==> src/rtl/core/pwc_ram.sv <==
// ============================================================================
// pwc_ram
// Generic single-port-write, single-port-read RAM with registered read data.
// ============================================================================
module pwc_ram #(
    parameter int  WIDTH = 8,
    parameter int  DEPTH = 2,
    localparam int AW    = (DEPTH > 1) ? $clog2(DEPTH) : 1
) (
    input  logic             i_clk,
    input  logic             i_we,
    input  logic [AW-1:0]    i_waddr,
    input  logic [WIDTH-1:0] i_wdata,
    input  logic             i_re,
    input  logic [AW-1:0]    i_raddr,
    output logic [WIDTH-1:0] o_rdata
);

    logic [WIDTH-1:0] r_mem [DEPTH];
    logic [WIDTH-1:0] r_rdata;

    always_ff @(posedge i_clk) begin
        if (i_we) begin
            r_mem[i_waddr] <= i_wdata;
        end
        if (i_re) begin
            r_rdata <= r_mem[i_raddr];
        end
    end

    assign o_rdata = r_rdata;

endmodule

==> config.mk <==
export PLATFORM = sky130hd
export DESIGN_NAME = pwc_ram
export DESIGN_NICKNAME = d
export VERILOG_FILES = /design/src/rtl/core/pwc_ram.sv
export SDC_FILE = /design/constraint.sdc
export NUM_CORES = 1
export LEC_CHECK = 0
export ABC_AREA = 1
export BUFFER_PORTS_ARGS = -buffer_cell sky130_fd_sc_hd__buf_2
export CAP_MARGIN = 25
export CORE_ASPECT_RATIO = 1.2
export CORE_MARGIN = 2
export CORE_UTILIZATION = 53
export DETAILED_ROUTE_END_ITERATION = 12
export GPL_TIMING_DRIVEN = 1
export PLACE_DENSITY = 0.8
export SYNTH_ARGS = -nofsm -noshare
export SYNTH_HDL_FRONTEND = slang
export SYNTH_SLANG_ARGS = --single-unit
==> constraint.sdc <==
create_clock -name i_clk -period 2.6 [get_ports i_clk]
set_input_delay 0.52 -clock i_clk [delete_from_list [all_inputs] [get_ports i_clk]]
set_output_delay 0.52 -clock i_clk [all_outputs]
set_load 0.005 [all_outputs]
* Word level (Yosys, flattened, before mapping) *
Memories as Yosys holds them, arrays and structs flattened. A register that Yosys moved wholly into a read port is not among the register bits.
Cells that the tools add are included.

operators by class
  mux-type cells = 2

operators by type and width
  operator          number
  1-bit 2-to-1 mux  2

word-level totals
  bits in registers = 0
  bits in writable memories = 16
  bits of input ports = 13
  logic and storage cells = 3
  memories = 1

memory list
  memory  words  bits a word  rd ports  clocked after memory_dff  write ports  line  source
  r_mem   2      8            1         1                         1            19    logic [WIDTH-1:0] r_mem [DEPTH];

* Depth between registers and ports, before layout *
  depth after elaboration = 2
  depth in mapped cells = 4

* Worst setup path after synthesis *
Ideal clock, no wire load.

  kind = input port to flip-flop
  from = in i_we
  to = mem r_mem[0][0], enable pin
  library setup time = 371 ps
  arrival time = 909 ps
  required time = 2229 ps
  slack = 1320 ps
  stages on the path = 2
  buffers on the path = 0
  cell sequence = inv_1 -> nor2_1

on the way
  longest elaborated chain between the ends = 2

RTL lines
  what                                    line  source
  start: declaration                      11    input logic i_we,
  1-bit 2-to-1 mux                        23    if (i_we) begin
  1-bit 2-to-1 mux (implied by the code)  24    r_mem[i_waddr] <= i_wdata;
  end: declaration                        19

No other way between the ends.

* Final worst setup path *
  from = reg r_rdata[3] (netlist: o_rdata[3]), read port of r_mem
  to = out o_rdata[3]

RTL lines
  what                line  source
  start: declaration  20    logic [WIDTH-1:0] r_rdata;
  end: declaration    16    output logic [WIDTH-1:0] o_rdata

No word-level cell between the ends.

==> run summary <==
The count of buffers inserted at the top-level ports came out at 20. The routed metal-1 wirelength came out at 396 um. During synthesis, Yosys emitted a total of 0 warnings. The internal power came out at 0.528 mW. The area of the mapped netlist came out at 841 um2. By startpoint and endpoint, the worst setup path is classified as reg2out. The endpoint identified for the worst register-to-register timing path is o_rdata[4]$_DFFE_PP_. The final period demand of the worst path is 1350 ps. In the routed design, unresolved DRC markers number 0.

The final period utilization is 0.518. Synthesis produced a netlist with a net count of 67. The number of placed instances, taps included is 90. The number of nets in the layout is 91. The number of vias per cell after detailed routing is 4.77.

The path category of the worst min-delay check is in2reg. TritonCTS built the clock tree. The worst-case reg-to-reg path depth is 2. Clock tree synthesis found a total of 24 sinks. The initial antenna violation count is 0.

The total area inside the core boundary comes to 1460 um2. The die covers 1920 um2. Clock tree synthesis inserted a total of 3 buffers. The latest clock arrival within the worst-skew pair is 310 ps. The number of antenna cells inserted came out at 0. The filler cells instantiated in the layout total 113. The routed design has 1040 um of wire. For this run, the total global-route usage over all layers was measured as 0.150.

The switching component of the power came out at 0.130 mW. The number of top-level pins came out at 21. The initial standard-cell utilization of the core is 0.574. The average size of a mapped cell is 15.6 um2. The setup TNS came out at 0 ps.

The routability-driven placement congestion ratio came out at 0.630. The launch instance of the worst register-to-register path is r_mem[0][4]$_DFFE_PP_. The area overhead of the layout relative to synthesis came out at 15.8%. The depth of the CTS H-tree is 1. The share of the Yosys chip area taken by registers is 0.857. The max-slew violation total from the final report was 0.

The final-report hold violation count came out at 0. The share of total power in combinational logic came out at 0.063. The post-CTS setup repair buffer count is 0.

Of the post-synthesis cell area, the part taken by muxes is 0. For the final database, setup skew stands at 6.22 ps. Of the total synthesized cell area, the portion taken by full adders, half adders and majority gates is 0.

The fraction of power spent switching nets is 0.198. The dominant delay contributor by cell family on the critical path is flip-flops. The routed wire length on met3 is 86 um. The die is 40.4 um wide. The detailed route wirelength on metal2 is 502 um.

The tool flagged a number of max-cap violations equal to 0. The final antenna-violating net count is 0. In this run the static leakage power is 0.415 nW.

The slowest stage of the critical path is the sky130_fd_sc_hd__edfxtp_1 cell. The number of placement rows is 15. The data arrival time of the critical path is 830 ps. The power share of the clock group came out at 0.235. The number of storage elements in the synthesis netlist is 24. For this design the ratio of total power to cell area is 676 nW/um2. The fraction of layout cells with a size suffix above 1 came out at 0.316. The master cell of the clock root buffer is sky130_fd_sc_hd__clkbuf_4. The critical path goes through buf_2. The highest achievable clock rate is 0.743 GHz. The uppermost signal routing layer after detailed routing is met4. Entering global routing, the biggest net connects 13 pins.

Detailed routing inserted a total of 444 vias. The total iterations of the first detailed-routing run came out at 4. For this block, the initial DRC count from the detailed router was 9. The sequential power share is 0.702.

The data required time of the critical path is 2080 ps. Setup repair after global routing left no endpoint under its margin. The element type at the critical path start is a register. The number of cells on the critical path is 1. The largest stage delay on the critical path is 390 ps.

The wire length of the first global-routing pass came out at 1660 um. For this run, the number of standard cells in the final layout without fillers is 93. The clock slew seen by the registers of the worst setup and hold paths came out at 120 ps.

The slew at the pin with the worst max-slew slack is 593 ps. The detailed-route wire length per cell came out at 11.2 um. The largest voltage drop on the vdd net came out at 0.451 mV.

The largest fanout on the critical path is 1. Of the total synthesized cell area, the portion taken by AND, OR, NAND and NOR gates is 0.116. The xor/xnor cell area share of the yosys netlist is 0. The unique cell type count in the Yosys netlist is 6. Buffers inserted to repair hold after CTS numbered 0.

The combinational family with the most area after synthesis is simple AND/OR/NAND/NOR gates. The via count of the first global-routing pass came out at 398. The sum of buffers and inverters on the critical path is 1.

The number of gates resized after CTS is 0. The flow ran to the end, and the final reports show no timing, DRC or antenna violations. The last element of the critical path is o_rdata[3]. The synthesized-area fraction occupied by ao, oa, aoi and oai cells came to 0. The setup slack on the worst flop-to-flop path came out at 1850 ps. The worst pin sits at a relative slew slack of 0.603. The sum of overflow across all layers after global routing is 0. Counting along the longest clock path gives a buffer depth of 2. The worst setup path is captured at a primary output. The critical path starts at o_rdata[3]$_DFFE_PP_.

The die extent in y is 47.6 um. The gate count after technology mapping came out at 54. Setup violations remaining at the end of the flow were counted as 0.
placed cells by master, fill, tap and decap left out:
cell type	n
sky130_fd_sc_hd__nand2_1	25
sky130_fd_sc_hd__edfxtp_1	24
sky130_fd_sc_hd__buf_2	20
sky130_fd_sc_hd__clkbuf_4	3
sky130_fd_sc_hd__inv_1	2
sky130_fd_sc_hd__inv_2	1
sky130_fd_sc_hd__nor2_1	1
worst min-delay path by stage:
| stage | startpoint | to | slack, ps | depth (start not counted) |
|---|---|---|---|---|
| 3_3_place_gp | r_mem[0][3]$_DFFE_PP_ | o_rdata[3]$_DFFE_PP_ | 500 | 2 |
| 6_report | i_wdata[5] | r_mem[0][5]$_DFFE_PP_ | 390 | 1 |
| 3_5_place_dp | r_mem[0][5]$_DFFE_PP_ | o_rdata[5]$_DFFE_PP_ | 500 | 2 |
| 5_1_grt | i_wdata[7] | r_mem[0][7]$_DFFE_PP_ | 380 | 1 |
| 2_1_floorplan | r_mem[0][0]$_DFFE_PP_ | o_rdata[0]$_DFFE_PP_ | 490 | 2 |
| 4_1_cts | i_wdata[5] | r_mem[0][5]$_DFFE_PP_ | 380 | 1 |
cells in the mapped netlist:
| master | instances | share of area |
|---|---|---|
| sky130_fd_sc_hd__nor2_1 | 1 | 0.0045 |
| sky130_fd_sc_hd__nand2_1 | 25 | 0.11 |
| sky130_fd_sc_hd__edfxtp_1 | 24 | 0.86 |
| sky130_fd_sc_hd__inv_2 | 1 | 0.0045 |
| sky130_fd_sc_hd__buf_6 | 1 | 0.013 |
| sky130_fd_sc_hd__inv_1 | 2 | 0.0089 |
layer usage:
| layer | GRT usage | up-vias |
|---|---|---|
| met5 | 0 | - |
| met4 | 0.180 | 0 |
| met3 | 0.0419 | 5 |
| met2 | 0.219 | 21 |
| met1 | 0.155 | 189 |
| li1 | - | 229 |
flip-flops by register name (all words and copies together), names as in the netlist:
name     cells
o_rdata      8
r_mem       16
logic make-up after synthesis:
group | count (synthesis)
buffers and inverters | 4
flip-flops | 24
AND/OR/NAND/NOR | 26
through the flow:
| stage | utilization | cell area (um2) | hold slack, ps | power, mW | setup WS, ps |
|---|---|---|---|---|---|
| 2_1_floorplan | - | 841 | 487 | 0.490 | 1320 |
| 5_1_grt | 0.665 | 973 | 378 | 0.685 | 1200 |
| 3_3_place_gp | 0.650 | 951 | 497 | 0.510 | 1140 |
| 3_5_place_dp | 0.650 | 951 | 496 | 0.514 | 1110 |
| 4_1_cts | 0.665 | 973 | 382 | 0.661 | 1240 |
| 6_report | 0.665 | 973 | 388 | 0.658 | 1250 |
power groups by stage:
stage	Clock [mW]	Combinational, mW	Sequential, mW
after floorplan	0	0.0178	0.472
after CTS	0.157	0.0423	0.463
final	0.155	0.0413	0.462
after global routing	0.171	0.0485	0.465
after global placement	0	0.0399	0.470
after detailed placement	0	0.0422	0.472
layout make-up:
| cell class | instances | area, um2 | area share |
|---|---|---|---|
| Sequential cell | 24 | 721 | 0.740 |
| Timing Repair Buffer | 20 | 100 | 0.103 |
| Multi-Input combinational cell | 26 | 97.6 | 0.100 |
| Clock buffer | 3 | 22.5 | 0.0231 |
| Tap cell | 17 | 21.3 | 0.0219 |
| Inverter | 3 | 11.3 | 0.0116 |
Note: power is estimated with default switching activity, not from simulation.
