--- config.mk ---
export PLATFORM = sky130hd
export DESIGN_NAME = pwc_split
export DESIGN_NICKNAME = d
export VERILOG_FILES = /design/src/rtl/core/pwc_pkg.sv /design/src/rtl/core/pwc_split.sv
export SDC_FILE = /design/constraint.sdc
export NUM_CORES = 1
export LEC_CHECK = 0
export ABC_AREA = 1
export BUFFER_PORTS_ARGS = -buffer_cell sky130_fd_sc_hd__buf_4
export CORE_UTILIZATION = 43
export DETAILED_ROUTE_END_ITERATION = 8
export GPL_TIMING_DRIVEN = 0
export PLACE_DENSITY_LB_ADDON = 0.3
export SYNTH_ARGS = -nofsm -noshare
export SYNTH_HDL_FRONTEND = slang
export SYNTH_SLANG_ARGS = --single-unit
--- constraint.sdc ---
create_clock -name i_clk -period 5.94 [get_ports i_clk]
set_clock_uncertainty 0.2 [all_clocks]
set_input_delay 1.188 -clock i_clk [delete_from_list [all_inputs] [get_ports i_clk]]
set_output_delay 1.188 -clock i_clk [all_outputs]
set_load 0.005 [all_outputs]
--- src/rtl/core/pwc_pkg.sv ---
// ============================================================================
// pwc_pkg
// Shared types, widths and helper functions of the page-walk cache.
// ============================================================================
package pwc_pkg;

    localparam int KEY_W       = 52;
    localparam int ACT_W       = 2;
    localparam int LVL_W       = 2;
    localparam int ENTRY_SHIFT = 3;
    localparam int IDX_W       = KEY_W - ENTRY_SHIFT;

    localparam int LEVELS_DEF  = 4;
    localparam int SETS_DEF    = 16;
    localparam int WAYS_DEF    = 4;
    localparam int AGE_W_DEF   = 8;

    typedef enum logic [ACT_W-1:0] {
        ACT_LOOKUP = 2'd0,
        ACT_INSERT = 2'd1,
        ACT_INVAL  = 2'd2,
        ACT_FLUSH  = 2'd3
    } t_action;

    typedef struct packed {
        logic [ACT_W-1:0] action;
        logic [LVL_W-1:0] table_level;
        logic [KEY_W-1:0] key_addr;
        logic [KEY_W-1:0] write_value;
    } t_in_beat;

    typedef struct packed {
        logic             hit;
        logic [KEY_W-1:0] read_value;
    } t_out_beat;

    typedef struct packed {
        logic hit;
        logic wr_en;
    } t_upd_status;

    // Tag width: the entry index divided by the set count.
    function automatic int f_tag_w(input int sets);
        return IDX_W + 1 - $clog2(sets + 1);
    endfunction

    // One way of a row: valid, tag, value, age.
    function automatic int f_entry_w(input int sets, input int age_w);
        return 1 + f_tag_w(sets) + KEY_W + age_w;
    endfunction

endpackage

--- src/rtl/core/pwc_split.sv ---
// ============================================================================
// pwc_split
// Splits a PTE byte address into set index and tag. A power-of-two set count
// is a registered bit split; any other count multiplies the entry index by a
// rounded-up reciprocal of the set count, one partial product per cycle.
// ============================================================================
module pwc_split #(
    parameter int  SETS  = pwc_pkg::SETS_DEF,
    localparam int SET_W = $clog2(SETS),
    localparam int TAG_W = pwc_pkg::f_tag_w(SETS)
) (
    input  logic                     i_clk,
    input  logic                     i_rst_n,
    input  logic                     i_start,
    input  logic [pwc_pkg::KEY_W-1:0] i_key,
    output logic                     o_done,
    output logic [SET_W-1:0]         o_set,
    output logic [TAG_W-1:0]         o_tag
);
    import pwc_pkg::*;

    logic [IDX_W-1:0] idx;

    assign idx = i_key[KEY_W-1:ENTRY_SHIFT];

    if ((SETS & (SETS - 1)) == 0) begin : g_pow2
        logic             r_done;
        logic [SET_W-1:0] r_set;
        logic [TAG_W-1:0] r_tag;

        always_ff @(posedge i_clk) begin
            if (!i_rst_n) begin
                r_done <= 1'b0;
            end else begin
                r_done <= i_start;
                if (i_start) begin
                    r_set <= idx[SET_W-1:0];
                    r_tag <= idx[IDX_W-1:SET_W];
                end
            end
        end

        assign o_done = r_done;
        assign o_set  = r_set;
        assign o_tag  = r_tag;
    end else begin : g_div
        // The quotient is the index times ceil(2^SHIFT / SETS), shifted down by
        // SHIFT; this is exact for every index below 2^IDX_W.
        localparam int HALF   = (IDX_W + 1) / 2;
        localparam int PROD_W = 4 * HALF;
        localparam int SHIFT  = IDX_W + SET_W;
        localparam logic [63:0] MAGIC = ((64'd1 << SHIFT) + 64'(SETS - 1)) / 64'(SETS);
        localparam logic [HALF-1:0] M_LO = MAGIC[HALF-1:0];
        localparam logic [HALF-1:0] M_HI = MAGIC[2*HALF-1:HALF];

        logic               r_busy;
        logic               r_done;
        logic [2:0]         r_step;
        logic [2*HALF-1:0]  r_x;
        logic [PROD_W-1:0]  r_acc;
        logic [SET_W-1:0]   r_set;
        logic [TAG_W-1:0]   r_tag;
        logic [HALF-1:0]    x_half;
        logic [HALF-1:0]    m_half;
        logic [2*HALF-1:0]  part;
        logic [PROD_W-1:0]  addend;
        logic [TAG_W-1:0]   quo;
        logic [2*SET_W-1:0] qd;
        logic [SET_W-1:0]   rem;

        // Steps 0 to 3 take low*low, low*high, high*low and high*high halves.
        assign x_half = r_step[1] ? r_x[2*HALF-1:HALF] : r_x[HALF-1:0];
        assign m_half = r_step[0] ? M_HI : M_LO;
        assign part   = (2*HALF)'(x_half) * (2*HALF)'(m_half);

        always_comb begin
            case (r_step[1:0])
                2'd0:    addend = PROD_W'(part);
                2'd3:    addend = {part, {(2*HALF){1'b0}}};
                default: addend = {{HALF{1'b0}}, part, {HALF{1'b0}}};
            endcase
        end

        // The remainder is below 2^SET_W, so the low bits of the
        // difference are enough.
        assign quo = r_acc[SHIFT +: TAG_W];
        assign qd  = (2*SET_W)'(quo[SET_W-1:0]) * (2*SET_W)'(SETS);
        assign rem = r_x[SET_W-1:0] - qd[SET_W-1:0];

        always_ff @(posedge i_clk) begin
            if (!i_rst_n) begin
                r_busy <= 1'b0;
                r_done <= 1'b0;
            end else begin
                r_done <= 1'b0;
                if (i_start) begin
                    r_busy <= 1'b1;
                    r_step <= '0;
                    r_x    <= (2*HALF)'(idx);
                    r_acc  <= '0;
                end else if (r_busy) begin
                    if (r_step == 3'd4) begin
                        r_busy <= 1'b0;
                        r_done <= 1'b1;
                        r_set  <= rem;
                        r_tag  <= quo;
                    end else begin
                        r_acc  <= r_acc + addend;
                        r_step <= r_step + 3'd1;
                    end
                end
            end
        end

        assign o_done = r_done;
        assign o_set  = r_set;
        assign o_tag  = r_tag;
    end

    a_set_range: assert property (@(posedge i_clk) disable iff (!i_rst_n)
        o_done |-> ({1'b0, o_set} < (SET_W+1)'(SETS)))
        else $error("set index out of range");

endmodule

* Word level (Yosys, flattened, before mapping) *
Index checks and enable logic that the tools add are counted.

operators by class
  reductions and logical operators = 1
  order comparisons = 0
  eq/ne operators = 0
  muxes and demuxes = 0
  multipliers = 0
  bitwise logic cells = 0
  shift-type cells = 0
  div/mod/pow operators = 0
  add/subtract/negate cells = 0

operators by type and width
  cell              number
  $reduce_and 2->1  1

word-level totals
  RAM bits = 0
  latch bits = 0
  bits in registers = 50
  ROM bits = 0
  word-level logic and storage cells = 4
  memories = 0
  output and inout bits = 50
  input bits = 55

* Logic depth before layout (Yosys ltp) *
  depth in word-level cells = 1
  depth in mapped cells = 2
  gate-level depth less buffers = 2

* Worst setup path after synthesis *
No wires, ideal clock.

  path kind = input to register
  start point = input port i_rst_n
  end point = register g_pow2.r_set[0] (netlist: o_set[0]), enable pin
  path buffers = 0
  library setup time = 0.403 ns
  slack = 3.132 ns
  arrival time = 2.204 ns
  cell stages on the path = 2
  data required time = 5.337 ns
  path through = nand2_1 inv_1

between the ends
  cells in the longest elaborated chain, start to end = 1

RTL lines
  what                        line             text
  from (decl)                 pwc_split.sv:13  input logic i_rst_n,
  $reduce_and 2->1 (no line)  -
  to (signal assigned)        pwc_split.sv:37  r_set <= idx[SET_W-1:0];
  to (decl)                   pwc_split.sv:28  logic [SET_W-1:0] r_set;

Every way passes these cells.
A chain may end at the register's enable or synchronous reset.

* Worst setup path in the final report *
  start point = register g_pow2.r_tag[4] (netlist: o_tag[4])
  end point = output port o_tag[4]

RTL lines
  what                    line             text
  from (decl)             pwc_split.sv:29  logic [TAG_W-1:0] r_tag;
  from (signal assigned)  pwc_split.sv:38  r_tag <= idx[IDX_W-1:SET_W];
  to (decl)               pwc_split.sv:18  output logic [TAG_W-1:0] o_tag

No word-level cell between the ends.

==> flow_metrics.tcl <==
set metrics [dict create \
    synth_cells 53 \
    core_area_um2 3340 \
    grtUsageTotal 0.142 \
    cts_buffers 5 \
    synth_top_area_frac 0.979 \
    dr.pass1.iters 4 \
    dr_total_vias 934 \
    drcViolationCount 0 \
    cts_tree "done" \
    clkSinkCount 50 \
    ys_ff_latch 50 \
    clockBufferDepth 2 \
    grt_pass1_vias 861 \
    routedWlPerCell_um 13.4 \
    synthToLayoutAreaGrowth_pct 57.9 \
    maxSlewViolCount 0 \
    cp_slowest_cell "edfxtp_1" \
    worst_slew_margin_rel 0.368 \
    synth_top_area_cell "edfxtp_1" \
    finalCritPeriodShare 0.386 \
    post-cts-setup-buffers 0 \
    diodes 0 \
    routed_via_density 4.49 \
    die_h_um 61.1 \
    fmax_ghz 0.436 \
    syn_area_um2 1500 \
    crit_path_max_fanout 1 \
    hpwl_mm 2.08 \
    grt_overflow_total 0 \
    finalNetCount 216 \
    grt_util_met2 0.228 \
    leakage_nw 0.999 \
    synth_area_per_cell_um2 28.4 \
    start_util 0.450 \
    root_buffer "clkbuf_4" \
    required_ns 4.55 \
    hold_viol_final 0 \
    grt_max_degree 50 \
    grt_setup_unrepaired "false" \
    crit_type "flip-flop to primary output" \
    syn_nets 108 \
    drive_above_1_share 0.673 \
    grt_pass1_wl_mm 3.50 \
    rows 21 \
    status "finished, final reports clean" \
    critPathBufInv 1 \
    ys_seq_area_frac 0.993 \
    drtAntennaViolNets 0 \
    grt_use_met1 0.132 \
    arrival_ns 0.90 \
    grt_util_met3 0.0777 \
    path_cells "buf_4" \
    antenna_found_initial 0 \
    drv_cap 0 \
    crit_path_start_kind "flip-flop" \
    setup_viol 0 \
    hold_buffers 0 \
    die_w_um 61.1 \
    synth.area.top_cells "edfxtp_1, dfxtp_1, inv_1" \
    ys.warnings.count 0 \
    layout_setup_ws_ns 3.65 \
    initialDrtViolationCount 13 \
    max_stage_delay_ns 0.40 \
    path_delay_family "flip-flops" \
    htreeDepth 2 \
    io_pins 105 \
    endpoint_kind "primary output" \
    drt-total-wl_mm 2.78 \
    final.setup.tns_ns 0 \
    total_power_w 0.000631 \
    period_needed_ns 2.29 \
    hold_path_class "input pin to flip-flop" \
    routabilityCongestion 0.655 \
    worst_slew_pin_slew_ns 0.946 \
    peakVddDrop_uv 190 \
    pwr_density_cell_nw_per_um2 266 \
    dieArea_um2 3740 \
    cts.clk_slew.worst_paths_ns 0.13 \
    io_buffers 101 \
    ys_types 4 \
    busiest_layer "met2" \
    cts_resized 0 \
    post-place-ws_ns 3.29 \
]
power breakdown:
part	total [W]	internal [W]	leakage, nW	switching (W)
Clock	0.000144	0.0000442	0.0286	0.0000996
Combinational	0.0000676	0.0000460	0.502	0.0000216
Sequential	0.000419	0.000413	0.468	0.00000614
through the flow:
stage / util / instance area [um^2] / hold slack, ns / std cells
after floorplan: - / 1500 / 1.09 / 53
after global placement: 0.695 / 2320 / 1.17 / 200
after detailed placement: 0.695 / 2320 / 1.17 / 200
after CTS: 0.711 / 2370 / 0.783 / 208
after global routing: 0.711 / 2370 / 0.767 / 208
final: 0.711 / 2370 / 0.792 / 208
cell families after synthesis:
logic type,Yosys count,synth area share
simple gates,1,0.00250
flops,50,0.993
buf+inv,2,0.00500
worst paths after layout:
kind	slack [ns]	cells after the start	end	startpoint
max	3.65	1	o_tag[4]	o_tag[4]$_DFFE_PP_
min	0.79	1	o_set[2]$_DFFE_PP_	i_key[5]
metal layers:
metal,vias to the layer above,share of wire
li1,423,-
met1,425,0.30
met2,75,0.52
met3,11,0.14
met4,0,0.037
met5,-,0
final cells by class:
cell class / count / area [um^2]
Timing Repair Buffer: 101 / 758
Clock buffer: 5 / 37.5
Tap cell: 46 / 57.6
Clock inverter: 3 / 16.3
Multi-Input combinational cell: 1 / 3.75
Inverter: 2 / 7.51
Fill cell: 231 / 965
Sequential cell: 50 / 1490
registers in the layout, summed over array words and instances (netlist names):
register  flops
o_tag        45
o_set         4
o_done        1
cell usage after synthesis:
cell type and n:
edfxtp_1 49, nand2_1 1, dfxtp_1 1, inv_1 2
layout by cell type (no fill, tap or decap):
cell | netlist | final
buf_4 | 0 | 101
clkbuf_4 | 0 | 5
clkinv_1 | 0 | 1
clkinv_2 | 0 | 1
clkinvlp_4 | 0 | 1
dfxtp_1 | 1 | 1
edfxtp_1 | 49 | 49
inv_1 | 2 | 1
inv_2 | 0 | 1
nand2_1 | 1 | 1
(Power assumes the default switching activity.)
