File: src/rtl/core/pwc_pkg.sv
// ============================================================================
// pwc_pkg
// Shared types, widths and helper functions of the page-walk cache.
// ============================================================================
package pwc_pkg;

    localparam int KEY_W       = 52;
    localparam int ACT_W       = 2;
    localparam int LVL_W       = 2;
    localparam int ENTRY_SHIFT = 3;
    localparam int IDX_W       = KEY_W - ENTRY_SHIFT;

    localparam int LEVELS_DEF  = 4;
    localparam int SETS_DEF    = 16;
    localparam int WAYS_DEF    = 4;
    localparam int AGE_W_DEF   = 8;

    typedef enum logic [ACT_W-1:0] {
        ACT_LOOKUP = 2'd0,
        ACT_INSERT = 2'd1,
        ACT_INVAL  = 2'd2,
        ACT_FLUSH  = 2'd3
    } t_action;

    typedef struct packed {
        logic [ACT_W-1:0] action;
        logic [LVL_W-1:0] table_level;
        logic [KEY_W-1:0] key_addr;
        logic [KEY_W-1:0] write_value;
    } t_in_beat;

    typedef struct packed {
        logic             hit;
        logic [KEY_W-1:0] read_value;
    } t_out_beat;

    typedef struct packed {
        logic hit;
        logic wr_en;
    } t_upd_status;

    // Tag width: the entry index divided by the set count.
    function automatic int f_tag_w(input int sets);
        return IDX_W + 1 - $clog2(sets + 1);
    endfunction

    // One way of a row: valid, tag, value, age.
    function automatic int f_entry_w(input int sets, input int age_w);
        return 1 + f_tag_w(sets) + KEY_W + age_w;
    endfunction

endpackage

File: src/rtl/core/pwc_set_update.sv
// ============================================================================
// pwc_set_update
// Read-modify-write logic for one cache row (all ways of one set): tag match,
// victim choice, age refresh and the answer of the operation.
// ============================================================================
module pwc_set_update #(
    parameter int  SETS  = pwc_pkg::SETS_DEF,
    parameter int  WAYS  = pwc_pkg::WAYS_DEF,
    parameter int  AGE_W = pwc_pkg::AGE_W_DEF,
    localparam int TAG_W = pwc_pkg::f_tag_w(SETS),
    localparam int E_W   = pwc_pkg::f_entry_w(SETS, AGE_W),
    localparam int ROW_D = WAYS * E_W
) (
    input  logic                      i_level_ok,
    input  pwc_pkg::t_action          i_act,
    input  logic [TAG_W-1:0]          i_tag,
    input  logic [pwc_pkg::KEY_W-1:0] i_wval,
    input  logic [ROW_D-1:0]          i_row,
    output logic [ROW_D-1:0]          o_row,
    output logic [pwc_pkg::KEY_W-1:0] o_read_value,
    output pwc_pkg::t_upd_status      o_status
);
    import pwc_pkg::*;

    localparam int P2    = 1 << $clog2(WAYS);
    localparam int WAY_W = (P2 > 1) ? $clog2(P2) : 1;

    logic             vld   [P2];
    logic [TAG_W-1:0] tags  [P2];
    logic [KEY_W-1:0] vals  [P2];
    logic [AGE_W-1:0] ages  [P2];
    logic             n_vld [P2];
    logic [TAG_W-1:0] n_tag [P2];
    logic [KEY_W-1:0] n_val [P2];
    logic [AGE_W-1:0] n_age [P2];
    logic [AGE_W-1:0] tr_age [2*P2-1];
    logic [WAY_W-1:0] tr_idx [2*P2-1];
    logic             any_hit;
    logic             any_inv;
    logic [WAY_W-1:0] hit_way;
    logic [WAY_W-1:0] inv_way;
    logic [WAY_W-1:0] tgt;

    // Ways beyond WAYS pad the age tree only; they are never valid.
    for (genvar w = 0; w < P2; w++) begin : g_unpack
        if (w < WAYS) begin : g_real
            assign vld[w]  = i_row[w*E_W + E_W - 1];
            assign tags[w] = i_row[w*E_W + AGE_W + KEY_W +: TAG_W];
            assign vals[w] = i_row[w*E_W + AGE_W +: KEY_W];
            assign ages[w] = i_row[w*E_W +: AGE_W];
            assign o_row[w*E_W +: E_W] = {n_vld[w], n_tag[w], n_val[w], n_age[w]};
        end else begin : g_pad
            assign vld[w]  = 1'b0;
            assign tags[w] = '0;
            assign vals[w] = '0;
            assign ages[w] = '0;
        end
    end

    // Lowest-indexed matching way and lowest-indexed free way.
    always_comb begin
        any_hit = 1'b0;
        any_inv = 1'b0;
        hit_way = '0;
        inv_way = '0;
        for (int w = WAYS - 1; w >= 0; w--) begin
            if (vld[w] && (tags[w] == i_tag)) begin
                any_hit = 1'b1;
                hit_way = WAY_W'(w);
            end
            if (!vld[w]) begin
                any_inv = 1'b1;
                inv_way = WAY_W'(w);
            end
        end
    end

    // Oldest way by a balanced tree; the left child wins ties.
    always_comb begin
        for (int i = 0; i < P2; i++) begin
            tr_age[P2-1+i] = ages[i];
            tr_idx[P2-1+i] = WAY_W'(i);
        end
        for (int n = P2 - 2; n >= 0; n--) begin
            if (tr_age[2*n+2] > tr_age[2*n+1]) begin
                tr_age[n] = tr_age[2*n+2];
                tr_idx[n] = tr_idx[2*n+2];
            end else begin
                tr_age[n] = tr_age[2*n+1];
                tr_idx[n] = tr_idx[2*n+1];
            end
        end
    end

    assign tgt = any_hit ? hit_way : (any_inv ? inv_way : tr_idx[0]);

    always_comb begin
        logic do_touch;
        do_touch     = 1'b0;
        o_status     = '0;
        o_read_value = '0;
        for (int w = 0; w < P2; w++) begin
            n_vld[w] = vld[w];
            n_tag[w] = tags[w];
            n_val[w] = vals[w];
            n_age[w] = ages[w];
        end
        if (i_level_ok) begin
            case (i_act)
                ACT_LOOKUP: begin
                    if (any_hit) begin
                        o_status.hit   = 1'b1;
                        o_status.wr_en = 1'b1;
                        o_read_value   = vals[hit_way];
                        do_touch       = 1'b1;
                    end
                end
                ACT_INSERT: begin
                    o_status.hit   = any_hit;
                    o_status.wr_en = 1'b1;
                    n_vld[tgt]     = 1'b1;
                    n_tag[tgt]     = i_tag;
                    n_val[tgt]     = i_wval;
                    do_touch       = 1'b1;
                end
                ACT_INVAL: begin
                    if (any_hit) begin
                        o_status.hit   = 1'b1;
                        o_status.wr_en = 1'b1;
                        n_vld[hit_way] = 1'b0;
                    end
                end
                default: begin
                end
            endcase
        end
        if (do_touch) begin
            for (int w = 0; w < WAYS; w++) begin
                if (WAY_W'(w) == tgt) begin
                    n_age[w] = '0;
                end else if (vld[w] && (ages[w] != {AGE_W{1'b1}})) begin
                    n_age[w] = ages[w] + AGE_W'(1);
                end
            end
        end
    end

endmodule

File: config.mk
export PLATFORM = sky130hd
export DESIGN_NAME = pwc_set_update
export DESIGN_NICKNAME = d
export VERILOG_FILES = /design/src/rtl/core/pwc_pkg.sv /design/src/rtl/core/pwc_set_update.sv
export SDC_FILE = /design/constraint.sdc
export NUM_CORES = 1
export LEC_CHECK = 0
export BUFFER_PORTS_ARGS = -buffer_cell sky130_fd_sc_hd__clkbuf_2
export CAP_MARGIN = 20
export CORE_AREA = 5 5 383 385
export DETAILED_ROUTE_END_ITERATION = 10
export DIE_AREA = 0 0 388 390
export PLACE_DENSITY = 0.3
export SYNTH_ARGS = -nofsm -noshare
export SYNTH_HDL_FRONTEND = slang
export SYNTH_SLANG_ARGS = --single-unit
File: constraint.sdc
create_clock -name vclk -period 5.87
set_clock_uncertainty 0.1 [all_clocks]
set_input_delay 0.587 -clock vclk [all_inputs]
set_output_delay 0.587 -clock vclk [all_outputs]
set_load 0.05 [all_outputs]
## Word level (Yosys, flattened, before mapping)

Index checks and enable logic that the tools add are counted.

| storage, ports and cells | value |
|---|---|
| flip-flop bits (word level) | 0 |
| bits of input ports | 524 |
| output and inout port bits | 478 |
| word-level logic and storage cells | 103 |

| cells by class | value |
|---|---|
| $add $sub $neg | 4 |
| $lt $le $gt $ge | 7 |
| eq/ne operators | 13 |
| muxes and demuxes | 61 |
| bitwise logic cells | 5 |
| reductions and logical operators | 13 |

Operator list:

| cell | number |
|---|---|
| 208-bit 2-to-1 mux | 2 |
| 180-bit 2-to-1 mux | 2 |
| 52-bit 2-to-1 mux | 6 |
| 208-bit bitwise mux | 1 |
| 180-bit bitwise mux | 1 |
| 45-bit equality test | 4 |
| 52-bit binary-select mux with 2-bit select | 1 |
| 52-bit demux with 2-bit select | 1 |
| 45-bit demux with 2-bit select | 1 |
| 8-bit 2-to-1 mux | 10 |
| 45-bit 2-to-1 mux | 1 |
| 8-bit by 1-bit adder with 8-bit output (second input constant) | 4 |
| 32-bit 2-to-1 mux | 1 |
| 8-bit != test (second input constant) | 4 |
| 2-bit 2-to-1 mux | 13 |
| 8-bit greater-than comparator | 3 |
| 1-bit 2-to-1 mux | 14 |
| 1-bit logical AND | 10 |
| 4-bit 2-to-1 mux | 2 |
| 4-bit case mux with 2 select lines | 1 |
| 3-bit greater-or-equal comparator (second input constant) | 2 |
| 3-bit by 1-bit < comparator with 1-bit output (second input constant) | 2 |
| 2-bit NOT with 3-bit output | 2 |
| 4-bit bitwise AND | 1 |
| 11 further kinds | 14 |

## Depth between registers and ports, before layout

Gate-level depths: netlist of the first run.

| depth | value |
|---|---|
| word-level depth | 16 |
| depth in mapped cells | 24 |
| depth with buffers taken out | 18 |

## Worst setup path before layout of the first run

OpenSTA, ideal clock, no wires.

| path | value |
|---|---|
| path kind | input to output |
| start | input port i_row[213] |
| end | output port o_row[217] |
| arrival | 6.529 ns |
| required time | 5.183 ns |
| setup slack | -1.346 ns |
| stages on the path | 19 |
| buffers on the path | 2 |
| path through | clkbuf_1 inv_1 ha_1 nor2b_1 o211ai_1 a21oi_1 o31ai_1 clkbuf_1 mux2_2 ha_1 nor2b_1 o211ai_1 a211o_1 and2_1 o21ai_0 o311ai_2 a21oi_2 nor2_1 a2111oi_0 |

| on the way | value |
|---|---|
| word-level cells in the longest chain between the ends | 9 |
| elaborated cells between the ends (all ways) | 14 |
| classes of those cells | add/sub: 1; order compare: 2; eq/ne: 2; mux: 8; reduce/logical: 1 |

Ends and longest elaborated chain:

| element | RTL line | text |
|---|---|---|
| start: declaration | pwc_set_update.sv:18 | `input logic [ROW_D-1:0] i_row,` |
| 8-bit greater-than comparator | pwc_set_update.sv:85 | `if (tr_age[2*n+2] > tr_age[2*n+1]) begin` |
| 8-bit 2-to-1 mux | pwc_set_update.sv:85 |  |
| 8-bit greater-than comparator | pwc_set_update.sv:85 |  |
| 2-bit 2-to-1 mux | pwc_set_update.sv:85 |  |
| 2-bit 2-to-1 mux (2 in series) | pwc_set_update.sv:95 | `assign tgt = any_hit ? hit_way : (any_inv ? inv_way : tr_idx[0]);` |
| 2-bit equality test | pwc_set_update.sv:139 | `if (WAY_W'(w) == tgt) begin` |
| 8-bit 2-to-1 mux (*) | pwc_set_update.sv:139 |  |
| 32-bit 2-to-1 mux (*) | pwc_set_update.sv:137 | `if (do_touch) begin` |
| end: declaration | pwc_set_update.sv:19 | `output logic [ROW_D-1:0] o_row,` |

Every way passes the cells marked *; elsewhere a longest branch is shown, timed or not.

## Final worst setup path of the first run

| path | value |
|---|---|
| start | input port i_row[3] |
| end | output port o_row[43] |

| on the way | value |
|---|---|
| word-level cells in the longest chain between the ends | 14 |
| elaborated cells between the ends (all ways) | 16 |
| classes of those cells | order compare: 4; mux: 10; bitwise: 1; reduce/logical: 1 |

Ends and longest elaborated chain:

| element | RTL line | text |
|---|---|---|
| 8-bit greater-than comparator | pwc_set_update.sv:85 |  |
| 8-bit 2-to-1 mux | pwc_set_update.sv:85 |  |
| 8-bit greater-than comparator | pwc_set_update.sv:85 |  |
| 2-bit 2-to-1 mux (*) | pwc_set_update.sv:85 |  |
| 2-bit 2-to-1 mux (*) (2 in series) | pwc_set_update.sv:95 |  |
| 2-bit NOT with 3-bit output (not written as such) (*) | pwc_set_update.sv:123 | `n_val[tgt] = i_wval;` |
| 3-bit greater-or-equal comparator (not written as such) / 3-bit by 1-bit < comparator with 1-bit output (equally long branches) | pwc_set_update.sv:123 |  |
| 1-bit logical AND (not written as such) | pwc_set_update.sv:123 |  |
| 52-bit 2-to-1 mux (not written as such) | pwc_set_update.sv:123 |  |
| 52-bit demux with 2-bit select (*) | pwc_set_update.sv:123 |  |
| 208-bit bitwise mux (*) | pwc_set_update.sv:123 |  |
| 208-bit 2-to-1 mux (*) | pwc_set_update.sv:109 | `case (i_act)` |
| 208-bit 2-to-1 mux (*) | pwc_set_update.sv:108 | `if (i_level_ok) begin` |

Marks and branches as above.

==> impl_metrics.xml, run 1 <==
<?xml version="1.0" encoding="UTF-8"?>
<metrics>
  <group name="run_status">
    <metric name="run_status" unit="">finished, final reports clean</metric>
  </group>
  <group name="grt">
    <metric name="pin_count_of_the_biggest_net_entering_global_routing" unit="">54</metric>
    <metric name="grt_pass1_wl" unit="um">174700</metric>
    <metric name="number_of_global_route_vias_before_repair" unit="">15777</metric>
    <metric name="track_usage" unit="">0.1718</metric>
    <metric name="initial_antenna_violation_count" unit="">96</metric>
    <metric name="grt.overflow.total" unit="">0</metric>
  </group>
  <group name="finish">
    <metric name="num-nets-final" unit="">2867</metric>
    <metric name="flow.area_growth_from_synthesis" unit="%">91.27</metric>
    <metric name="fin_cells" unit="">4244</metric>
    <metric name="count_of_clock_buffers_in_the_final_design" unit="">0</metric>
    <metric name="layout.cells.most_common_list" unit="">sky130_fd_sc_hd__clkbuf_2, sky130_fd_sc_hd__mux2_2, sky130_fd_sc_hd__buf_4</metric>
    <metric name="finalInstanceArea" unit="um2">20390</metric>
    <metric name="mostFrequentLayoutCell" unit="">sky130_fd_sc_hd__clkbuf_2</metric>
    <metric name="seq_area" unit="um2">0</metric>
    <metric name="drive_above_1_share" unit="">0.6674</metric>
    <metric name="sequential_cell_total" unit="">0</metric>
  </group>
  <group name="detailed_routing">
    <metric name="routed_wire_length_per_instance" unit="um">32.98</metric>
    <metric name="drt-initial-drc-count" unit="">875</metric>
    <metric name="number_of_routed_nets_with_antenna_violations" unit="">0</metric>
    <metric name="detailedRoute.firstPassIterationCount" unit="">5</metric>
    <metric name="remaining_drc_errors" unit="">0</metric>
    <metric name="routed-via-count" unit="">15494</metric>
    <metric name="totalWireLength" unit="um">140000</metric>
    <metric name="avgViaCountPerCell" unit="">3.651</metric>
  </group>
  <group name="die">
    <metric name="die_height" unit="um">390</metric>
    <metric name="placementRows" unit="">139</metric>
    <metric name="core_area" unit="um2">142800</metric>
    <metric name="die-area" unit="um2">151300</metric>
    <metric name="die_w" unit="um">388</metric>
    <metric name="initial_utilization" unit="">0.07467</metric>
    <metric name="boundaryPins" unit="">1002</metric>
  </group>
  <group name="placed_design">
    <metric name="hpwlAfterDp" unit="um">126700</metric>
    <metric name="dpl-instance-area" unit="um2">19950</metric>
    <metric name="pre_cts_slack" unit="ns">-0.1679</metric>
    <metric name="placed_cells" unit="">4207</metric>
    <metric name="gp_congestion" unit="">0.9688</metric>
    <metric name="numPortBuffers" unit="">1002</metric>
  </group>
  <group name="synthesis">
    <metric name="synth_area" unit="um2">10660</metric>
    <metric name="synth_warn" unit="">0</metric>
    <metric name="avgSynthCellArea" unit="um2">8.336</metric>
    <metric name="post_synth_num_cell_types" unit="">64</metric>
    <metric name="synth.yosys.seq_area_share" unit="">0</metric>
    <metric name="synth_cells" unit="">1279</metric>
    <metric name="synth.net_count" unit="">1835</metric>
  </group>
  <group name="sta">
    <metric name="timing.final.setup_violations" unit="">0</metric>
    <metric name="hold_slack" unit="ns">1.467</metric>
    <metric name="worstMarginPinSlew" unit="ns">1.000</metric>
    <metric name="post-route-min-period" unit="ns">5.692</metric>
    <metric name="post-route-period-util" unit="">0.9697</metric>
    <metric name="hold_viol_final" unit="">0</metric>
    <metric name="grt_setup_unrepaired" unit="">true</metric>
    <metric name="fmax" unit="MHz">175.7</metric>
    <metric name="slew-limit-headroom" unit="">0.3271</metric>
    <metric name="timing.final.ws_setup" unit="ns">0.1780</metric>
    <metric name="timing_max_transition_violations_final" unit="">0</metric>
  </group>
  <group name="worst_setup_path">
    <metric name="crit_fanout" unit="">8</metric>
    <metric name="critPathCaptureType" unit="">output pin</metric>
    <metric name="critical_path.startpoint_type" unit="">input pin</metric>
    <metric name="criticalPathCategory" unit="">input pin to output pin</metric>
    <metric name="arrival" unit="ns">5.00</metric>
    <metric name="required" unit="ns">5.18</metric>
  </group>
  <group name="power">
    <metric name="fin_total_pwr" unit="mW">2.149</metric>
    <metric name="power_density" unit="nW/um2">105.4</metric>
    <metric name="max-vdd-ir-drop" unit="V">0.00004438</metric>
    <metric name="power_leakage" unit="nW">9.086</metric>
  </group>
  <group name="min_path">
    <metric name="worst_hold_path_type" unit="">input pin to output pin</metric>
  </group>
  <group name="job">
    <metric name="max_cap_viol_count" unit="">0</metric>
  </group>
</metrics>
[cells by family (layout without fill, tap and decap cells)]
| family | Yosys count | count (layout) | synth area share |
|---|---|---|---|
| mux | 411 | 411 | 0.4563 |
| simple gates | 302 | 302 | 0.1540 |
| compound gates | 202 | 202 | 0.1320 |
| xor+xnor | 176 | 176 | 0.1446 |
| buf+inv | 156 | 1186 | 0.07558 |
| fa+ha+maj | 32 | 32 | 0.03755 |
| other cells | 0 | 32 | 0 |
[area by class of cell]
| type | count | area (um2) |
|---|---|---|
| Antenna cell | 32 | 80.08 |
| Inverter | 30 | 112.6 |
| Tap cell | 1903 | 2381 |
| Multi-Input combinational cell | 1123 | 10050 |
| Timing Repair Buffer | 1156 | 7766 |
| Fill cell | 16566 | 122400 |
[final timing paths]
kind,from,to,slack (ns),depth (start not counted)
setup / recovery,i_row[3],o_row[43],0.18,23
hold / removal,i_row[50],o_row[50],1.47,3
[layer usage]
layer,wire length (um),up-vias,GRT usage
met5,494,-,0
met4,2815,78,0.02285
met3,12900,175,0.06973
met2,69250,738,0.3070
met1,54500,7686,0.1968
li1,-,6817,-
[cells in the mapped netlist (2+ instances only)]
library cell,instances,area share
sky130_fd_sc_hd__a31oi_1,7,0.0041
sky130_fd_sc_hd__nor3_1,10,0.0047
sky130_fd_sc_hd__buf_8,4,0.0056
sky130_fd_sc_hd__o211ai_1,2,0.0014
sky130_fd_sc_hd__ha_1,32,0.038
sky130_fd_sc_hd__nor2b_1,61,0.036
sky130_fd_sc_hd__o21ai_0,25,0.012
sky130_fd_sc_hd__a211o_1,3,0.0025
sky130_fd_sc_hd__a22o_1,2,0.0016
sky130_fd_sc_hd__and3_1,8,0.0047
sky130_fd_sc_hd__mux2_1,50,0.053
sky130_fd_sc_hd__a21boi_2,2,0.0021
sky130_fd_sc_hd__xnor2_1,96,0.079
sky130_fd_sc_hd__mux2_2,274,0.29
sky130_fd_sc_hd__nand3_1,18,0.0085
sky130_fd_sc_hd__a21oi_1,75,0.035
sky130_fd_sc_hd__o2111a_1,2,0.0021
sky130_fd_sc_hd__a221oi_1,55,0.045
sky130_fd_sc_hd__or3_1,6,0.0035
sky130_fd_sc_hd__buf_6,14,0.015
sky130_fd_sc_hd__nor4_1,25,0.015
sky130_fd_sc_hd__buf_1,5,0.0018
sky130_fd_sc_hd__mux2_4,69,0.097
sky130_fd_sc_hd__a21o_1,7,0.0049
sky130_fd_sc_hd__o21a_1,3,0.0021
sky130_fd_sc_hd__buf_2,38,0.018
sky130_fd_sc_hd__inv_1,30,0.011
sky130_fd_sc_hd__mux2i_1,18,0.017
sky130_fd_sc_hd__nand4_1,42,0.025
sky130_fd_sc_hd__a2111oi_0,2,0.0016
sky130_fd_sc_hd__and2_1,8,0.0047
sky130_fd_sc_hd__buf_4,6,0.0042
sky130_fd_sc_hd__a2bb2oi_1,2,0.0016
sky130_fd_sc_hd__clkbuf_1,59,0.021
sky130_fd_sc_hd__nand2_1,74,0.026
sky130_fd_sc_hd__nand2b_1,8,0.0047
sky130_fd_sc_hd__nor2_1,29,0.010
sky130_fd_sc_hd__a21boi_0,2,0.0014
sky130_fd_sc_hd__xor2_1,80,0.066
sky130_fd_sc_hd__and3b_1,2,0.0016
[repair_timing]
action | in CTS | in global routing
buffers inserted | 0 | 3
endpoints found under the setup margin | 329 | 384
hold buffers | 0 | 0
pin swaps | 0 | 5
gates resized for setup | 8 | 148
gates cloned | 0 | 2
[per-stage QoR]
stage / util / TNS [ns]
after detailed placement: 0.1397 / -16.63
after floorplan: - / -0.5110
final: 0.1428 / 0
after global placement: 0.1397 / -20.27
after CTS: 0.1400 / 0
after global routing: 0.1423 / -0.1615
[critical path, cell delays in order]
cell	delay, ns
sky130_fd_sc_hd__buf_4	0.14
sky130_fd_sc_hd__inv_2	0.06
sky130_fd_sc_hd__ha_4	0.26
sky130_fd_sc_hd__and4b_1	0.19
sky130_fd_sc_hd__a211o_1	0.14
sky130_fd_sc_hd__a21oi_2	0.08
sky130_fd_sc_hd__a31oi_4	0.36
sky130_fd_sc_hd__buf_6	0.17
sky130_fd_sc_hd__mux2i_2	0.21
sky130_fd_sc_hd__ha_1	0.25
sky130_fd_sc_hd__nand4_1	0.13
sky130_fd_sc_hd__nor2_1	0.07
sky130_fd_sc_hd__a211o_1	0.30
sky130_fd_sc_hd__and2_4	0.17
sky130_fd_sc_hd__and2_1	0.17
sky130_fd_sc_hd__o311ai_4	0.31
sky130_fd_sc_hd__a21boi_2	0.13
sky130_fd_sc_hd__nor2_4	0.16
sky130_fd_sc_hd__buf_12	0.16
sky130_fd_sc_hd__buf_16	0.17
sky130_fd_sc_hd__clkbuf_16	0.20
sky130_fd_sc_hd__mux2_2	0.37
sky130_fd_sc_hd__buf_6	0.16
[power breakdown]
group          switching [mW]  internal (mW)   total (mW)
registers                   0              0            0
clock network               0    0.000000702  0.000000702
logic                    1.44          0.711         2.15
No activity file was read; power rests on OpenSTA's default activity.
==> run 2: changes to the inputs <==
- ABC_AREA: default -> 1
- CAP_MARGIN: 20 -> 30
- CORE_AREA: 5 5 383 385 -> 5 5 386 388
- DIE_AREA: 0 0 388 390 -> 0 0 391 393
==> run 2 against run 1 <==
  * Clock-buffer cell count stayed put
  * Critical endpoint is now o_row[95]
  * Global-route usage up 2.0 points
  * Critical path depth rose by 5
  * Non-clock buffer count decreased by 75
  * Utilization up 3.7 points
  * Hold slack got worse by 0.0056 ns
  * Via count up 55%
  * Setup slack improved by 0.28 ns
  * Highest routed layer unchanged
  * Maximum frequency rose by 5.1%
==> impl_metrics.xml, run 2 <==
<?xml version="1.0" encoding="UTF-8"?>
<metrics>
  <group name="sta">
    <metric name="post-route-period-util" unit="">0.9224</metric>
    <metric name="worstMarginPinSlew" unit="ns">0.9843</metric>
    <metric name="hold_slack" unit="ns">1.461</metric>
    <metric name="fmax" unit="MHz">184.7</metric>
    <metric name="slew-limit-headroom" unit="">0.3407</metric>
    <metric name="timing_max_transition_violations_final" unit="">0</metric>
    <metric name="timing.final.ws_setup" unit="ns">0.4558</metric>
    <metric name="grt_setup_unrepaired" unit="">false</metric>
    <metric name="final_tns_setup" unit="ns">0</metric>
    <metric name="timing.final.setup_violations" unit="">0</metric>
    <metric name="hold_viol_final" unit="">0</metric>
    <metric name="post-route-min-period" unit="ns">5.414</metric>
  </group>
  <group name="power">
    <metric name="power_switching_share" unit="">0.6533</metric>
    <metric name="net-switching-power" unit="mW">1.859</metric>
    <metric name="pwr-share-comb" unit="">1.000</metric>
    <metric name="clkPwrFrac" unit="">0</metric>
    <metric name="max-vdd-ir-drop" unit="V">0.00005260</metric>
    <metric name="seq_power_share" unit="">0</metric>
    <metric name="p_int" unit="uW">986.3</metric>
    <metric name="power_leakage" unit="nW">13.95</metric>
    <metric name="fin_total_pwr" unit="mW">2.845</metric>
    <metric name="power_density" unit="nW/um2">109.1</metric>
  </group>
  <group name="synthesis">
    <metric name="synth_area" unit="um2">13630</metric>
    <metric name="post_synth_num_cell_types" unit="">45</metric>
    <metric name="avgSynthCellArea" unit="um2">4.572</metric>
    <metric name="synth-compound-area-share" unit="">0.2019</metric>
    <metric name="synth_top_family_by_area" unit="">simple AND/OR/NAND/NOR gates</metric>
    <metric name="post_synth_and_or_nand_nor_area_fraction" unit="">0.5449</metric>
    <metric name="synth_most_common_cell" unit="">sky130_fd_sc_hd__nand2_1</metric>
    <metric name="netlist.top_cell.by_area" unit="">sky130_fd_sc_hd__nand2_1</metric>
    <metric name="yosys.area.top_type_share" unit="">0.3482</metric>
    <metric name="synth_adder_area_share" unit="">0.02938</metric>
    <metric name="synth_mux_area_frac" unit="">0.0007346</metric>
    <metric name="synth.yosys.seq_area_share" unit="">0</metric>
    <metric name="synth_warn" unit="">0</metric>
    <metric name="synthTopCellsByCount" unit="">sky130_fd_sc_hd__nand2_1, sky130_fd_sc_hd__inv_1, sky130_fd_sc_hd__nor2_1</metric>
    <metric name="synth.net_count" unit="">3536</metric>
    <metric name="post_synth_main_area_contributors" unit="">sky130_fd_sc_hd__nand2_1, sky130_fd_sc_hd__o21ai_0, sky130_fd_sc_hd__inv_1, sky130_fd_sc_hd__nor2_1, sky130_fd_sc_hd__o21ai_1</metric>
    <metric name="synth_cells" unit="">2980</metric>
    <metric name="yosys.area_share.xor_xnor" unit="">0.03728</metric>
  </group>
  <group name="finish">
    <metric name="sequential_cell_total" unit="">0</metric>
    <metric name="drive_above_1_share" unit="">0.2961</metric>
    <metric name="layout.cells.most_common_list" unit="">sky130_fd_sc_hd__nand2_1, sky130_fd_sc_hd__clkbuf_2, sky130_fd_sc_hd__buf_12</metric>
    <metric name="utilization" unit="">0.1797</metric>
    <metric name="nFillCells" unit="">17023</metric>
    <metric name="num-nets-final" unit="">4449</metric>
    <metric name="seq_area" unit="um2">0</metric>
    <metric name="mostFrequentLayoutCell" unit="">sky130_fd_sc_hd__nand2_1</metric>
    <metric name="flow.area_growth_from_synthesis" unit="%">91.31</metric>
    <metric name="count_of_clock_buffers_in_the_final_design" unit="">0</metric>
  </group>
  <group name="worst_setup_path">
    <metric name="worstSetupStartpoint" unit="">i_row[218]</metric>
    <metric name="criticalPathCategory" unit="">input pin to output pin</metric>
    <metric name="required" unit="ns">5.18</metric>
    <metric name="critical_path.startpoint_type" unit="">input pin</metric>
    <metric name="crit_fanout" unit="">44</metric>
    <metric name="arrival" unit="ns">4.73</metric>
    <metric name="critPathCaptureType" unit="">output pin</metric>
    <metric name="critPathCapture" unit="">o_row[95]</metric>
  </group>
  <group name="detailed_routing">
    <metric name="avgViaCountPerCell" unit="">4.134</metric>
    <metric name="routed_wire_length_per_instance" unit="um">27.18</metric>
    <metric name="routed-via-count" unit="">24074</metric>
    <metric name="drt-initial-drc-count" unit="">2369</metric>
    <metric name="totalWireLength" unit="um">158300</metric>
    <metric name="detailedRoute.firstPassIterationCount" unit="">6</metric>
    <metric name="remaining_drc_errors" unit="">0</metric>
    <metric name="number_of_routed_nets_with_antenna_violations" unit="">0</metric>
  </group>
  <group name="placed_design">
    <metric name="pre_cts_slack" unit="ns">0.2065</metric>
    <metric name="hpwlAfterDp" unit="um">137700</metric>
    <metric name="gp_congestion" unit="">0.9436</metric>
    <metric name="numPortBuffers" unit="">1002</metric>
  </group>
  <group name="grt">
    <metric name="grt_pass1_wl" unit="um">206100</metric>
    <metric name="track_usage" unit="">0.1922</metric>
    <metric name="initial_antenna_violation_count" unit="">36</metric>
    <metric name="grt.overflow.total" unit="">0</metric>
    <metric name="number_of_global_route_vias_before_repair" unit="">23036</metric>
    <metric name="pin_count_of_the_biggest_net_entering_global_routing" unit="">97</metric>
  </group>
  <group name="die">
    <metric name="placementRows" unit="">140</metric>
    <metric name="die-area" unit="um2">153700</metric>
    <metric name="boundaryPins" unit="">1002</metric>
    <metric name="die_w" unit="um">391</metric>
    <metric name="initial_utilization" unit="">0.09394</metric>
    <metric name="die_height" unit="um">393</metric>
    <metric name="core_area" unit="um2">145000</metric>
  </group>
  <group name="min_path">
    <metric name="worst_hold_path_type" unit="">input pin to output pin</metric>
  </group>
  <group name="clocking">
    <metric name="cts_repair_resize_count" unit="">0</metric>
    <metric name="cts_setup_buffers" unit="">0</metric>
    <metric name="holdBufCountCts" unit="">0</metric>
  </group>
  <group name="job">
    <metric name="max_cap_viol_count" unit="">0</metric>
  </group>
  <group name="run_status">
    <metric name="run_status" unit="">finished, final reports clean</metric>
  </group>
</metrics>
## run 2: power by group through the flow
stage / Clock [mW] / Sequential [mW] / Combinational [mW]
floorplan: 0 / 0 / 1.30
detailed placement: 0 / 0 / 2.83
global route: 0.000000207 / 0 / 2.97
global placement: 0 / 0 / 2.84
CTS: 0 / 0 / 2.84
finish: 0.000000293 / 0 / 2.84
## run 2: routing by layer
layer / vias to the layer above / GRT usage / part of all wire
met4: 22 / 0.02318 / 0.011
met1: 11489 / 0.2596 / 0.43
met5: - / 0 / 0.00088
li1: 11236 / - / -
met3: 88 / 0.05581 / 0.10
met2: 1239 / 0.3120 / 0.46
## run 2: cells by family after synthesis
family | after synthesis
AO/OA/AOI/OAI | 542
XOR/XNOR | 58
adder cells (fa/ha/maj) | 32
buffers and inverters | 539
multiplexers | 1
AND/OR/NAND/NOR | 1808
## run 2: worst min-delay path by stage
stage          slack, ns     endpoint       start  cells past startpoint
2_1_floorplan       1.32  o_status[0]  i_level_ok                      2
3_3_place_gp        1.47   o_row[245]  i_row[245]                      4
3_5_place_dp        1.46   o_row[245]  i_row[245]                      4
4_1_cts             1.46   o_row[245]  i_row[245]                      4
5_1_grt             1.50   o_row[249]  i_row[249]                      4
6_report            1.46   o_row[245]  i_row[245]                      4
## run 2: layout make-up
| class | instances | area (um2) | share of cell area |
|---|---|---|---|
| repair buffers | 1081 | 11080 | 0.4252 |
| inverters | 369 | 1385 | 0.05313 |
| diodes | 16 | 40.04 | 0.001536 |
| multi-input cells | 2441 | 11160 | 0.4281 |
| well taps | 1917 | 2399 | 0.09201 |
## run 2: worst max-delay path, cell delays in order
cell,delay [ns]
sky130_fd_sc_hd__clkbuf_2,0.13
sky130_fd_sc_hd__inv_1,0.10
sky130_fd_sc_hd__ha_1,0.29
sky130_fd_sc_hd__nand2_1,0.06
sky130_fd_sc_hd__nor2_1,0.15
sky130_fd_sc_hd__nand3_1,0.08
sky130_fd_sc_hd__nor2_1,0.10
sky130_fd_sc_hd__a21oi_1,0.05
sky130_fd_sc_hd__buf_4,0.18
sky130_fd_sc_hd__o21ai_0,0.28
sky130_fd_sc_hd__ha_1,0.31
sky130_fd_sc_hd__a21oi_1,0.17
sky130_fd_sc_hd__o21a_1,0.13
sky130_fd_sc_hd__nand2_1,0.05
sky130_fd_sc_hd__nand2_1,0.10
sky130_fd_sc_hd__nand2_1,0.07
sky130_fd_sc_hd__nand2_1,0.07
sky130_fd_sc_hd__nor2_1,0.04
sky130_fd_sc_hd__nor2_1,0.08
sky130_fd_sc_hd__nand2_1,0.09
sky130_fd_sc_hd__nand2_4,0.14
sky130_fd_sc_hd__nand2_4,0.11
sky130_fd_sc_hd__nor2_4,0.16
sky130_fd_sc_hd__buf_12,0.24
sky130_fd_sc_hd__buf_12,0.24
sky130_fd_sc_hd__nand2_1,0.07
sky130_fd_sc_hd__o21ai_1,0.37
sky130_fd_sc_hd__buf_12,0.22
## run 2: per-stage QoR
step	std cells	instance area (um2)
after floorplan	2980	13630
after global placement	5808	26030
after detailed placement	5808	26030
after CTS	5808	26030
after global routing	5817	26050
final	5824	26070
